==> config.mk <==
export PLATFORM = sky130hd
export DESIGN_NAME = iepq_cell
export DESIGN_NICKNAME = d
export VERILOG_FILES = /design/src/rtl/iepq_pkg.sv /design/src/rtl/iepq_cell.sv
export SDC_FILE = /design/constraint.sdc
export NUM_CORES = 1
export LEC_CHECK = 0
export BUFFER_PORTS_ARGS = -buffer_cell sky130_fd_sc_hd__buf_4
export CORE_MARGIN = 4
export CORE_UTILIZATION = 35
export DETAILED_ROUTE_END_ITERATION = 16
export HOLD_SLACK_MARGIN = 0.12
export PLACE_DENSITY = 0.72
export SKIP_CTS_REPAIR_TIMING = 1
export SLEW_MARGIN = 20
export SYNTH_ARGS = -nofsm -noshare
export SYNTH_HDL_FRONTEND = slang
export SYNTH_SLANG_ARGS = --single-unit
==> constraint.sdc <==
create_clock -name clk -period 11.65 [get_ports clk]
set_clock_uncertainty 0.15 [all_clocks]
set_input_delay 0.5825 -clock clk [delete_from_list [all_inputs] [get_ports clk]]
set_output_delay 0.5825 -clock clk [all_outputs]
set_load 0.02 [all_outputs]
==> src/rtl/iepq_pkg.sv <==
package iepq_pkg;

	// fixed field widths of the item ports
	localparam int ID_W       = 6;
	localparam int REQ_PRIO_W = 32;

	// input opcodes
	localparam logic OP_SET  = 1'b0;
	localparam logic OP_POLL = 1'b1;

	// command broadcast to every cell of the sorted chain
	typedef enum logic [1:0] {
		CH_HOLD   = 2'd0,
		CH_REMOVE = 2'd1,
		CH_INSERT = 2'd2,
		CH_POP    = 2'd3
	} chain_op_t;

	typedef struct packed {
		chain_op_t         op;
		logic [ID_W-1:0]   key_id;
	} cell_cmd_t;

	// top level sequencer, one-hot
	typedef enum logic [2:0] {
		ST_IDLE   = 3'b001,
		ST_REMOVE = 3'b010,
		ST_INSERT = 3'b100
	} ctrl_state_t;

endpackage

==> src/rtl/iepq_cell.sv <==
module iepq_cell #(
	parameter int PRIORITY_BITS = 32
) (
	input  logic                          clk,
	input  logic                          arst_n,
	input  iepq_pkg::cell_cmd_t           cmd,
	input  logic [PRIORITY_BITS-1:0]      key_prio,
	// neighbor toward the head
	input  logic                          up_valid,
	input  logic [iepq_pkg::ID_W-1:0]     up_id,
	input  logic [PRIORITY_BITS-1:0]      up_prio,
	input  logic                          up_before,
	// neighbor toward the tail
	input  logic                          dn_valid,
	input  logic [iepq_pkg::ID_W-1:0]     dn_id,
	input  logic [PRIORITY_BITS-1:0]      dn_prio,
	// own entry
	output logic                          valid,
	output logic [iepq_pkg::ID_W-1:0]     id,
	output logic [PRIORITY_BITS-1:0]      prio,
	output logic                          ahead
);

	logic                          valid_q;
	logic [iepq_pkg::ID_W-1:0]     id_q;
	logic [PRIORITY_BITS-1:0]      prio_q;
	logic                          valid_nxt;
	logic [iepq_pkg::ID_W-1:0]     id_nxt;
	logic [PRIORITY_BITS-1:0]      prio_nxt;
	logic                          match;
	logic                          key_before;

	always_comb begin
		match      = valid_q && (id_q == cmd.key_id);
		// key ranks ahead of this entry: higher priority, tie to smaller id
		key_before = !valid_q || (key_prio > prio_q) ||
			((key_prio == prio_q) && (cmd.key_id < id_q));
		valid_nxt  = valid_q;
		id_nxt     = id_q;
		prio_nxt   = prio_q;
		case (cmd.op)
			iepq_pkg::CH_REMOVE: begin
				// entries at or behind the removed key close the gap
				if (key_before || match) begin
					valid_nxt = dn_valid;
					id_nxt    = dn_id;
					prio_nxt  = dn_prio;
				end
			end
			iepq_pkg::CH_INSERT: begin
				if (key_before) begin
					if (up_before) begin
						valid_nxt = up_valid;
						id_nxt    = up_id;
						prio_nxt  = up_prio;
					end else begin
						valid_nxt = 1'b1;
						id_nxt    = cmd.key_id;
						prio_nxt  = key_prio;
					end
				end
			end
			iepq_pkg::CH_POP: begin
				valid_nxt = dn_valid;
				id_nxt    = dn_id;
				prio_nxt  = dn_prio;
			end
			default: begin
			end
		endcase
	end

	always_ff @(posedge clk or negedge arst_n) begin
		if (!arst_n) begin
			valid_q <= 1'b0;
		end else begin
			valid_q <= valid_nxt;
		end
	end

	always_ff @(posedge clk) begin
		id_q   <= id_nxt;
		prio_q <= prio_nxt;
	end

	assign valid = valid_q;
	assign id    = id_q;
	assign prio  = prio_q;
	assign ahead = key_before;

endmodule

# Yosys cells after proc, flatten, opt, wreduce, memory -nomap -nowiden
# Cells that the tools add are included.
[totals]
out_inout_bits = 40
regBits = 39
word_cells = 32
in_bits = 121
[classes]
n_reduce_logical = 8
n_eq_ne = 7
n_mux = 12
order_cmp = 2
[op_table]
columns = ["cell", "count"]
rows = [
  ["$mux W32", 3],
  ["$pmux W32 S3", 1],
  ["$eq A32 B32 Y1", 1],
  ["$gt A32 B32 Y1", 1],
  ["$mux W6", 3],
  ["$pmux W6 S3", 1],
  ["$eq A6 B6 Y1", 1],
  ["$lt A6 B6 Y1", 1],
  ["$eq A2 B2 Y1 const B", 2],
  ["$ne A2 B2 Y1 const B", 2],
  ["$logic_or A1 B1 Y1", 3],
  ["$mux W1", 3],
  ["$pmux W1 S3", 1],
  ["$reduce_and A3 Y1", 1],
  ["$reduce_bool A3 Y1", 1],
  ["$eq A2 B1 Y1 const B", 1],
  ["$logic_and A1 B1 Y1", 2],
  ["$logic_not A1 Y1", 1],
]

# Depth between registers and ports, before layout
# Gate-level depths: netlist of the first run.
[logic_depth]
ltp_word = 6
mapped_depth = 8
mapped_depth_nobuf = 8

# Worst setup path after synthesis of the first run
# OpenSTA, ideal clock, no wires.
[synth_timing]
path_kind = "input port to flip-flop"
startpoint = "in cmd[4] (netlist name)"
endpoint = "reg id_q (netlist bit id[0]), enable pin"
path_slack_ps = 7070
arrival_ps = 3974
required_ps = 11044
setup_ps = 456
path_buffers = 0
path_stages = 7
path_cell_list = "ha_1 > nand3_1 > a21oi_1 > a2111oi_4 > nor2_1 > a311o_1 > a31oi_1"
[synth_via]
elab_chain_len = 6
word_cells_on_any_way = 9
cone_classes = "1 x order compare; 3 x eq/ne; 5 x reduce/logical"
[synth_lines]
columns = ["item", "line_no", "rtl"]
rows = [
  ["from (decl)", "iepq_cell.sv:6", "input iepq_pkg::cell_cmd_t cmd,"],
  ["$lt A6 B6 Y1", "iepq_cell.sv:37", "((key_prio == prio_q) && (cmd.key_id < id_q));"],
  ["$logic_and A1 B1 Y1", "iepq_cell.sv:37", ""],
  ["$logic_or A1 B1 Y1", "iepq_cell.sv:36", "key_before = !valid_q || (key_prio > prio_q) ||"],
  ["$logic_or A1 B1 Y1", "iepq_cell.sv:44", "if (key_before || match) begin"],
  ["$ne A2 B2 Y1 (no line)", "n/a", ""],
  ["$reduce_and A3 Y1 (no line) *", "n/a", ""],
  ["to (signal assigned)", "iepq_cell.sv:82", "id_q <= id_nxt;"],
  ["to (decl)", "iepq_cell.sv:25", "logic [iepq_pkg::ID_W-1:0] id_q;"],
]
# Mark *: on every way between the ends. The rest lies on a longest branch, timed or not.
# A chain may end at the register's enable or synchronous reset.

# Final worst setup path of the first run
[layout_timing]
startpoint = "in cmd[4] (netlist name)"
endpoint = "reg prio_q[4], in the netlist prio[4], enable pin"
[layout_via]
elab_chain_len = 6
word_cells_on_any_way = 9
cone_classes = "1 x order compare; 3 x eq/ne; 5 x reduce/logical"
[layout_lines]
columns = ["item", "line_no", "rtl"]
rows = [
  ["$lt A6 B6 Y1", "iepq_cell.sv:37", ""],
  ["$logic_and A1 B1 Y1", "iepq_cell.sv:37", ""],
  ["$logic_or A1 B1 Y1", "iepq_cell.sv:36", ""],
  ["$logic_or A1 B1 Y1", "iepq_cell.sv:44", ""],
  ["$ne A2 B2 Y1 (no line)", "n/a", ""],
  ["$reduce_and A3 Y1 (no line) *", "n/a", ""],
  ["to (signal assigned)", "iepq_cell.sv:83", "prio_q <= prio_nxt;"],
  ["to (decl)", "iepq_cell.sv:26", "logic [PRIORITY_BITS-1:0] prio_q;"],
]
# Marked as above.

==> impl_metrics.ini, run 1 <==
[status]
outcome = complete, no violations

[route]
via_per_inst = 4.808
dr_wl_met2_um = 4224
met3_wirelength_um = 886
top_layer = met4
wirelength_met1_um = 3225
wl_per_cell_um = 14.70
drt_iter0_markers = 49
remaining_drc_errors = 0
drtPass1Iterations = 4
via_count = 2774
detail-route-antenna-nets = 0
wl_um = 8483

[timing]
setup_viol = 0
finalCriticalPeriod_ns = 3.257
drv_slew = 0
hold_viol_final = 0
max_slew_margin_pct = 53.65
timing.final.crit_share_pct = 27.95
tightest_slew_ns = 0.6953
fin_tns_setup_ns = 0
rsz0062_at_grt = no
fmax_mhz = 307.1

[synth]
postSynthNetCount = 473
netlist_area_mm2 = 0.002973
syn_area_per_cell_um2 = 9.468
yosysSeqAreaShare_pct = 39.23
synth_most_common_cell = nand2_1
synth_ff_type = edfxtp_1
synth_area_leaders = edfxtp_1 (38%), ha_1 (16%), mux2i_1 (13%)
yosys.area.top_type = edfxtp_1
synth_top_area_share_pct = 38.38
syn_inst = 314
synthTopCellsByCount = nand2_1 (49), o21ai_0 (43), inv_1 (39)
synth_cell_types = 29
synth_edf_count = 38
ys_ff_latch = 39
ys.warnings.count = 0
synth-async-reset-ratio_pct = 2.564

[power_and_ir_drop]
leakage_nw = 2.240
ir_drop_v = 0.00004751
power_density_mw_per_mm2 = 110.9

[placement]
hpwl_um = 7096
place_area_mm2 = 0.004287
portBuffers = 160
finalWeightedCongestion = 0.7685

[critical_path]
crit_path_frequent_cell = buf_4
cp.depth = 9
start_kind = input port
r2r-end = prio[4]
path_delay_family = compound AO/OA/AOI/OAI gates
critPathKind = input port to flip-flop
crit_chain = buf_4, ha_1, nand3_1, a21oi_1, a2111oi_4, nor2_1, a311o_1, a31oi_4, buf_4
cpMaxStageDelayCell = a31oi_4
reg2reg_slack_ns = 8.43
crit_buf_inv = 2
cp.required_ns = 11.47
cp_slowest_stage_delay_ns = 0.56
r2r-start = id[4]
r2r_cells = 9
worst_setup_path_end_kind = flip-flop
cp_max_fo = 21
worst_ep_arrival_time_ns = 3.08

[die]
die_y_um = 100.2
rows = 33
dieArea_mm2 = 0.01003
die_width_um = 100.2
io_pins = 161
initial_utilization_pct = 36.00
core_area_mm2 = 0.008258

[clocking]
cts_root_buf = clkbuf_8
cts_sinks = 39
numCtsBuffers = 5
htreeDepth = 2
clock_path_buffers = 2
clk_pin_slew_ns = 0.08
cts_tree = yes
clk-insertion-delay-late_ns = 0.29

[finish]
postLayoutCellArea_mm2 = 0.004380
num-nets-final = 630
fill_cells = 787
final_util_pct = 53.05
drive_gt1_share_pct = 37.29
area_growth_pct = 47.35
insertedDiodeCount = 0

[global_routing]
grt_pass1_wl_um = 13100
globalRouteTotalUtil_pct = 16.54
grt-ovfl-total = 0
grt_pass1_vias = 2853
grt_max_degree = 45
antenna_found_initial = 0

[worst_hold_path]
min_from = dn_prio[8]
min_to = prio[8]
hold_path.class = input port to flip-flop
holdPathStages = 3

[run]
maxCapViolCount = 0
metal layers:
| layer | track usage (%) | vias up |
|---|---|---|
| met3 | 6.463 | 10 |
| met1 | 17.94 | 1226 |
| met5 | 0 | - |
| li1 | - | 1429 |
| met4 | 4.974 | 0 |
| met2 | 29.61 | 109 |
area by class of cell:
class,count,area (um^2),area share (%)
sequential,39,1166,26.62
tap,105,131.4,2.999
inverter,39,146.4,3.342
clock buffer,5,68.82,1.571
clock inverter,3,15.01,0.3428
timing repair buffer,163,1226,27.99
multi-input combinational,223,1627,37.13
registers in the layout (all words and copies together) (netlist names):
register  cells
id            6
prio         32
valid         1
cells in the final DEF, fill, tap and decap left out, drive strengths merged:
cell type / instances
a2111oi: 1
a211oi: 1
a21o: 4
a21oi: 15
a311o: 1
a31o: 1
a31oi: 1
and2: 1
buf: 162
clkbuf: 5
clkinv: 3
dfrtp: 1
dlygate4sd3: 1
edfxtp: 38
ha: 38
inv: 39
mux2i: 38
nand2: 49
nand2b: 2
nand3: 4
nand4: 6
nor2: 8
nor2b: 2
nor4: 1
o211ai: 3
o21ai: 43
o22ai: 1
o31ai: 1
o41ai: 1
or2: 1
report_power, final:
part / total (mW) / switching, mW / leakage, nW / internal [mW]
clock network: 0.0879 / 0.0469 / 0.0477 / 0.0410
logic: 0.201 / 0.108 / 1.80 / 0.0935
registers: 0.197 / 0.0123 / 0.389 / 0.185
logic make-up after synthesis:
group / Yosys count / synth area share [%]
adders and majority gates: 38 / 15.99
muxes: 38 / 12.79
buffers and inverters: 52 / 6.650
DFF: 39 / 39.23
AOI/OAI and AO/OA: 73 / 14.31
and+or+nand+nor: 74 / 11.03
tightest hold or removal path, stage by stage:
cell and delay, ns:
buf_4 0.07, nand2_1 0.03, o21ai_0 0.05
worst max path at each step:
| stage | from | end | slack [ns] |
|---|---|---|---|
| 6_report | cmd[4] | prio[4] | 8.39 |
| 5_1_grt | id[4] | id[3] | 8.20 |
| 4_1_cts | cmd[4] | id[3] | 8.35 |
| 2_1_floorplan | cmd[4] | id[0] | 7.07 |
| 3_5_place_dp | cmd[4] | prio[13] | 8.04 |
| 3_3_place_gp | cmd[4] | prio[12] | 8.12 |
through the flow:
stage                     std cells  power [mW]  setup WS [ns]  hold slack [ns]
after floorplan                 314      0.3088          7.070           0.1369
after global placement          568      0.3970          8.124           0.2085
after detailed placement        568      0.4037          8.045           0.2087
after CTS                       576      0.4932          8.351          -0.1111
after global routing            577      0.5207          8.200           0.3994
final                           577      0.4857          8.393           0.4128
Power figures use the tool's default switching activity.
==> run 2, diff against run 1 <==
Settings changed: ABC_AREA set to 1.
Clock period 11.65 ns to 3.1 ns, I/O delays scaled along.
==> run 2 against run 1 <==
Effect of this change: sequential share of layout area is 2.2 points lower; count of clock-buffer cells in the layout up 1; first-iteration DRC count rose by 130%; register-to-register slack worse by 7.7 ns; worst hold slack got worse by 0.35 ns; final cell count grew 20%; largest cell class is now non-clock buffers; largest power group unchanged.
==> impl_metrics.ini, run 2 <==
[status]
outcome = complete, no violations

[global_routing]
globalRouteTotalUtil_pct = 16.51
antenna_found_initial = 0
grt_max_degree = 40
grt-ovfl-total = 0
grt_pass1_vias = 3142
grt_pass1_wl_um = 13580

[critical_path]
r2r_cells = 13
cp.required_ns = 2.92
start_kind = flip-flop
path_delay_family = simple AND/OR/NAND/NOR gates
cp_max_fo = 21
reg2reg_slack_ns = 0.75
critPathKind = flip-flop to flip-flop
crit_chain = inv_1, ha_1, nand2_1, nor2_2, nand4_1, nor2_2, nand2_1, nor2_2, a21boi_1, nand2_2, nand2_2, nand2_2, buf_4
crit_buf_inv = 2
r2r-end = prio[22]
worst_ep_arrival_time_ns = 2.16
r2r-start = prio[23]
cp_slowest_stage_delay_ns = 0.35
cpMaxStageDelayCell = edfxtp_1
worst_setup_path_end_kind = flip-flop

[power_and_ir_drop]
ir_drop_v = 0.0002219
power_density_mw_per_mm2 = 387.7
leakage_nw = 2.439

[route]
wl_um = 9174
drt_iter0_markers = 115
drtPass1Iterations = 4
remaining_drc_errors = 0
wl_per_cell_um = 13.24
detail-route-antenna-nets = 0
via_per_inst = 4.768
via_count = 3304

[worst_hold_path]
holdPathStages = 3
min_from = dn_prio[27]
min_to = prio[27]
hold_path.class = input port to flip-flop

[clocking]
cts_tree = yes
clk_pin_slew_ns = 0.07
numCtsBuffers = 5
htreeDepth = 2
clk-insertion-delay-late_ns = 0.28
cts_sinks = 39
cts_root_buf = clkbuf_8
clock_path_buffers = 2

[timing]
fmax_mhz = 426.1
hold_viol_final = 0
tightest_slew_ns = 0.6710
setup_viol = 0
drv_slew = 0
fin_tns_setup_ns = 0
finalCriticalPeriod_ns = 2.347
timing.final.crit_share_pct = 75.71
max_slew_margin_pct = 55.20
rsz0062_at_grt = no

[placement]
hpwl_um = 6987
portBuffers = 160
finalWeightedCongestion = 0.8170

[synth]
postSynthNetCount = 551
synth_cell_types = 22
synth_top_area_share_pct = 38.11
syn_inst = 392
ys_ff_latch = 39
synth-async-reset-ratio_pct = 2.564
synthTopCellsByCount = nand2_1 (123), inv_1 (50), nor2_1 (50)
synth_most_common_cell = nand2_1
netlist_area_mm2 = 0.002994
synth_area_leaders = edfxtp_1 (38%), ha_1 (16%), nand2_1 (15%)
yosysSeqAreaShare_pct = 38.95
ys.warnings.count = 0
synth_ff_type = edfxtp_1
syn_area_per_cell_um2 = 7.638
synth_edf_count = 38
yosys.area.top_type = edfxtp_1

[finish]
final_common_cell = buf_4
insertedDiodeCount = 0
area_growth_pct = 59.47
mostFrequentLayoutCells = buf_4 (165), nand2_1 (123), inv_1 (49), nor2_1 (49), dlygate4sd3_1 (39)
drive_gt1_share_pct = 30.61
largest_reg_flops = 32
num-nets-final = 746
final_util_pct = 57.82

[die]
core_area_mm2 = 0.008258
io_pins = 161
rows = 33
die_y_um = 100.5
die_width_um = 100.5
initial_utilization_pct = 36.26
dieArea_mm2 = 0.01010

[run]
maxCapViolCount = 0
[run 2: worst register-to-register path, stage by stage (launching register included)]
cell and delay, ns:
edfxtp_1 0.35, inv_1 0.05, ha_1 0.29, nand2_1 0.09, nor2_2 0.13, nand4_1 0.12, nor2_2 0.14, nand2_1 0.09
nor2_2 0.08, a21boi_1 0.07, nand2_2 0.08, nand2_2 0.06, nand2_2 0.06, buf_4 0.29
[run 2: power breakdown]
part | leakage, nW | total, mW | internal (mW) | switching [mW]
registers | 0.390 | 0.730 | 0.687 | 0.0423
logic | 2.01 | 0.797 | 0.374 | 0.423
clock network | 0.0403 | 0.325 | 0.154 | 0.171
total | 2.44 | 1.85 | 1.22 | 0.636
[run 2: cell type report]
cell class | instances | area, um^2
clock buffer | 6 | 72.57
clock inverter | 2 | 7.507
fill | 749 | 3483
inverter | 50 | 187.7
multi-input combinational | 287 | 1580
sequential | 39 | 1166
tap | 105 | 131.4
timing repair buffer | 204 | 1629
[run 2: worst max-delay path by stage]
stage / endpoint / depth (start not counted) / from
2_1_floorplan: id[0] / 12 / prio[23]
3_3_place_gp: prio[20] / 13 / prio[23]
3_5_place_dp: prio[22] / 13 / prio[23]
4_1_cts: prio[20] / 13 / prio[23]
5_1_grt: prio[23] / 13 / prio[15]
6_report: prio[22] / 13 / prio[23]
[run 2: logic make-up (layout without fill, tap and decap cells)]
| family | after synthesis | count (layout) | share of synthesized area (%) |
|---|---|---|---|
| AOI/OAI and AO/OA | 61 | 61 | 12.04 |
| DFF | 39 | 39 | 38.95 |
| buffers and inverters | 66 | 262 | 8.525 |
| and+or+nand+nor | 188 | 188 | 24.61 |
| adders and majority gates | 38 | 38 | 15.88 |
[run 2: routing by layer]
layer | track usage (%) | vias up | wire length [um]
met3 | 4.152 | 14 | 689
met4 | 3.316 | 0 | 144
met1 | 18.19 | 1481 | 3494
li1 | - | 1688 | -
met2 | 31.75 | 121 | 4844
met5 | 0 | - | 0
[run 2: stage by stage]
step | hold WS [ns] | std cells | setup WS (ns) | power (mW) | cell area [um^2]
5_1_grt | 0.1208 | 693 | 0.5166 | 1.991 | 4775
3_3_place_gp | -0.2146 | 646 | 0.7952 | 1.476 | 4304
2_1_floorplan | -0.2906 | 392 | 0.5013 | 1.147 | 2994
6_report | 0.06306 | 693 | 0.7530 | 1.851 | 4775
4_1_cts | -0.5292 | 654 | 0.7019 | 1.831 | 4384
3_5_place_dp | -0.2142 | 646 | 0.7205 | 1.499 | 4304
==> run 3, diff against run 2 <==
Settings changed: ABC_AREA 1 to 0, PLACE_DENSITY 0.72 to 0.75.
Clock period 3.1 ns to 2.1 ns, I/O delays scaled along.
==> run 3 against run 2 <==
Effect of this change: the flow now finishes with violations (negative setup slack); non-clock buffer count is 93 higher; worst hold slack better by 0.0034 ns; highest routed layer unchanged; combinational power is 100% higher; largest cell class unchanged; critical path depth is 2 lower; fmax is 12% lower; sequential power is 49% higher; power is 73% higher; global-route usage is 0.93 points higher; critical path type unchanged.
==> impl_metrics.ini, run 3 (synthesized netlist as in run 1, its figures left out) <==
[global_routing]
globalRouteTotalUtil_pct = 17.44
grt_pass1_wl_um = 13860
antenna_found_initial = 0
grt_pass1_vias = 3082
grt-ovfl-total = 0
grt_max_degree = 49

[critical_path]
start_kind = flip-flop
critPathKind = flip-flop to flip-flop
cpMaxStageDelayCell = edfxtp_1
cp.required_ns = 1.95
worst_ep_arrival_time_ns = 2.52
crit_chain = inv_2, ha_4, nand4_1, nor4_2, buf_4, nand2_1, o211ai_1, o31ai_4, a31oi_4, buf_12, clkbuf_16
cp_slowest_stage_delay_ns = 0.37
cp_max_fo = 7
worst_setup_path_end_kind = flip-flop

[route]
detail-route-antenna-nets = 0
drt_iter0_markers = 56
wl_per_cell_um = 14.23
drtPass1Iterations = 4
wl_um = 10120
via_per_inst = 4.688
via_count = 3333
remaining_drc_errors = 0

[die]
die_y_um = 100.2
die_width_um = 100.2
rows = 33
initial_utilization_pct = 36.00
core_area_mm2 = 0.008258
io_pins = 161
dieArea_mm2 = 0.01003

[placement]
finalWeightedCongestion = 0.7603
portBuffers = 160
hpwl_um = 7359
place_area_mm2 = 0.004720

[finish]
largest_reg_flops = 32
num-nets-final = 764
fill_cells = 614
postLayoutCellArea_mm2 = 0.005719
drive_gt1_share_pct = 39.77
final_util_pct = 69.26
final_common_cell = buf_4
regArea_mm2 = 0.001166
area_growth_pct = 92.38
insertedDiodeCount = 0
mostFrequentLayoutCells = buf_4 (214), dlygate4sd3_1 (75), nand2_1 (49)
multi_input_area_mm2 = 0.001680

[timing]
fin_tns_setup_ns = -21.43
setup_viol = 40
max_slew_margin_pct = 54.49
finalCriticalPeriod_ns = 2.667
hold_viol_final = 0
fmax_mhz = 374.9
drv_slew = 0
timing.final.crit_share_pct = 127.0
tightest_slew_ns = 0.6827
rsz0062_at_grt = yes
finalWorstSetupSlack_ns = -0.5673

[clocking]
cts_tree = yes
clock_path_buffers = 2
cts_sinks = 39
numCtsBuffers = 5
clk_pin_slew_ns = 0.07
cts_root_buf = clkbuf_8
clk-insertion-delay-late_ns = 0.29
htreeDepth = 2

[power_and_ir_drop]
p_total_mw = 3.201
leakage_nw = 2.885
power_density_mw_per_mm2 = 559.6
ir_drop_v = 0.0002990

[run]
maxCapViolCount = 0

[status]
violations = negative setup slack
outcome = complete, but fails checks

[worst_hold_path]
hold_path.class = input port to flip-flop
[run 3: through the flow]
stage,setup slack [ns],std cells,hold WS [ns]
2_1_floorplan,-0.8916,314,-0.3406
3_3_place_gp,-0.4288,619,-0.2610
3_5_place_dp,-0.5170,619,-0.2620
4_1_cts,-0.5774,627,-0.5854
5_1_grt,-0.7159,711,0.1228
6_report,-0.5673,711,0.06644
[run 3: cell type report]
| class | count | area share, % |
|---|---|---|
| Multi-Input combinational cell | 223 | 29.38 |
| Clock inverter | 2 | 0.1313 |
| Sequential cell | 39 | 20.39 |
| Inverter | 39 | 2.560 |
| Tap cell | 105 | 2.297 |
| Timing Repair Buffer | 297 | 43.97 |
| Clock buffer | 6 | 1.269 |
[run 3: worst paths after layout]
check	startpoint	to	slack, ns	depth (start not counted)
max	prio[27]	prio[12]	-0.57	11
min	up_prio[28]	prio[28]	0.07	3
max reg2reg	prio[27]	prio[12]	-0.57	11
min reg2reg	valid	valid	0.63	3
max in group asynchronous	arst_n	valid	1.16	3
min in group asynchronous	arst_n	valid	0.53	3
[run 3: critical path: cells and delay by family (launching register included)]
family | cells | cell delay (ns)
AO/OA/AOI/OAI | 3 | 0.51
AND/OR/NAND/NOR | 3 | 0.54
buffers and inverters | 4 | 0.55
adder cells (fa/ha/maj) | 1 | 0.26
flip-flops | 1 | 0.37
[run 3: per-layer routing]
metal	vias up	track usage (%)	share of wire (%)
met4	0	4.352	1.1
met5	-	0	0
met1	1522	18.71	38
li1	1696	-	-
met3	9	5.559	7.1
met2	106	32.82	54
[run 3: where the power goes]
part	switching, mW	leakage [nW]	internal [mW]
clock network	0.252	0.0403	0.227
logic	0.712	2.45	0.921
registers	0.0673	0.389	1.02
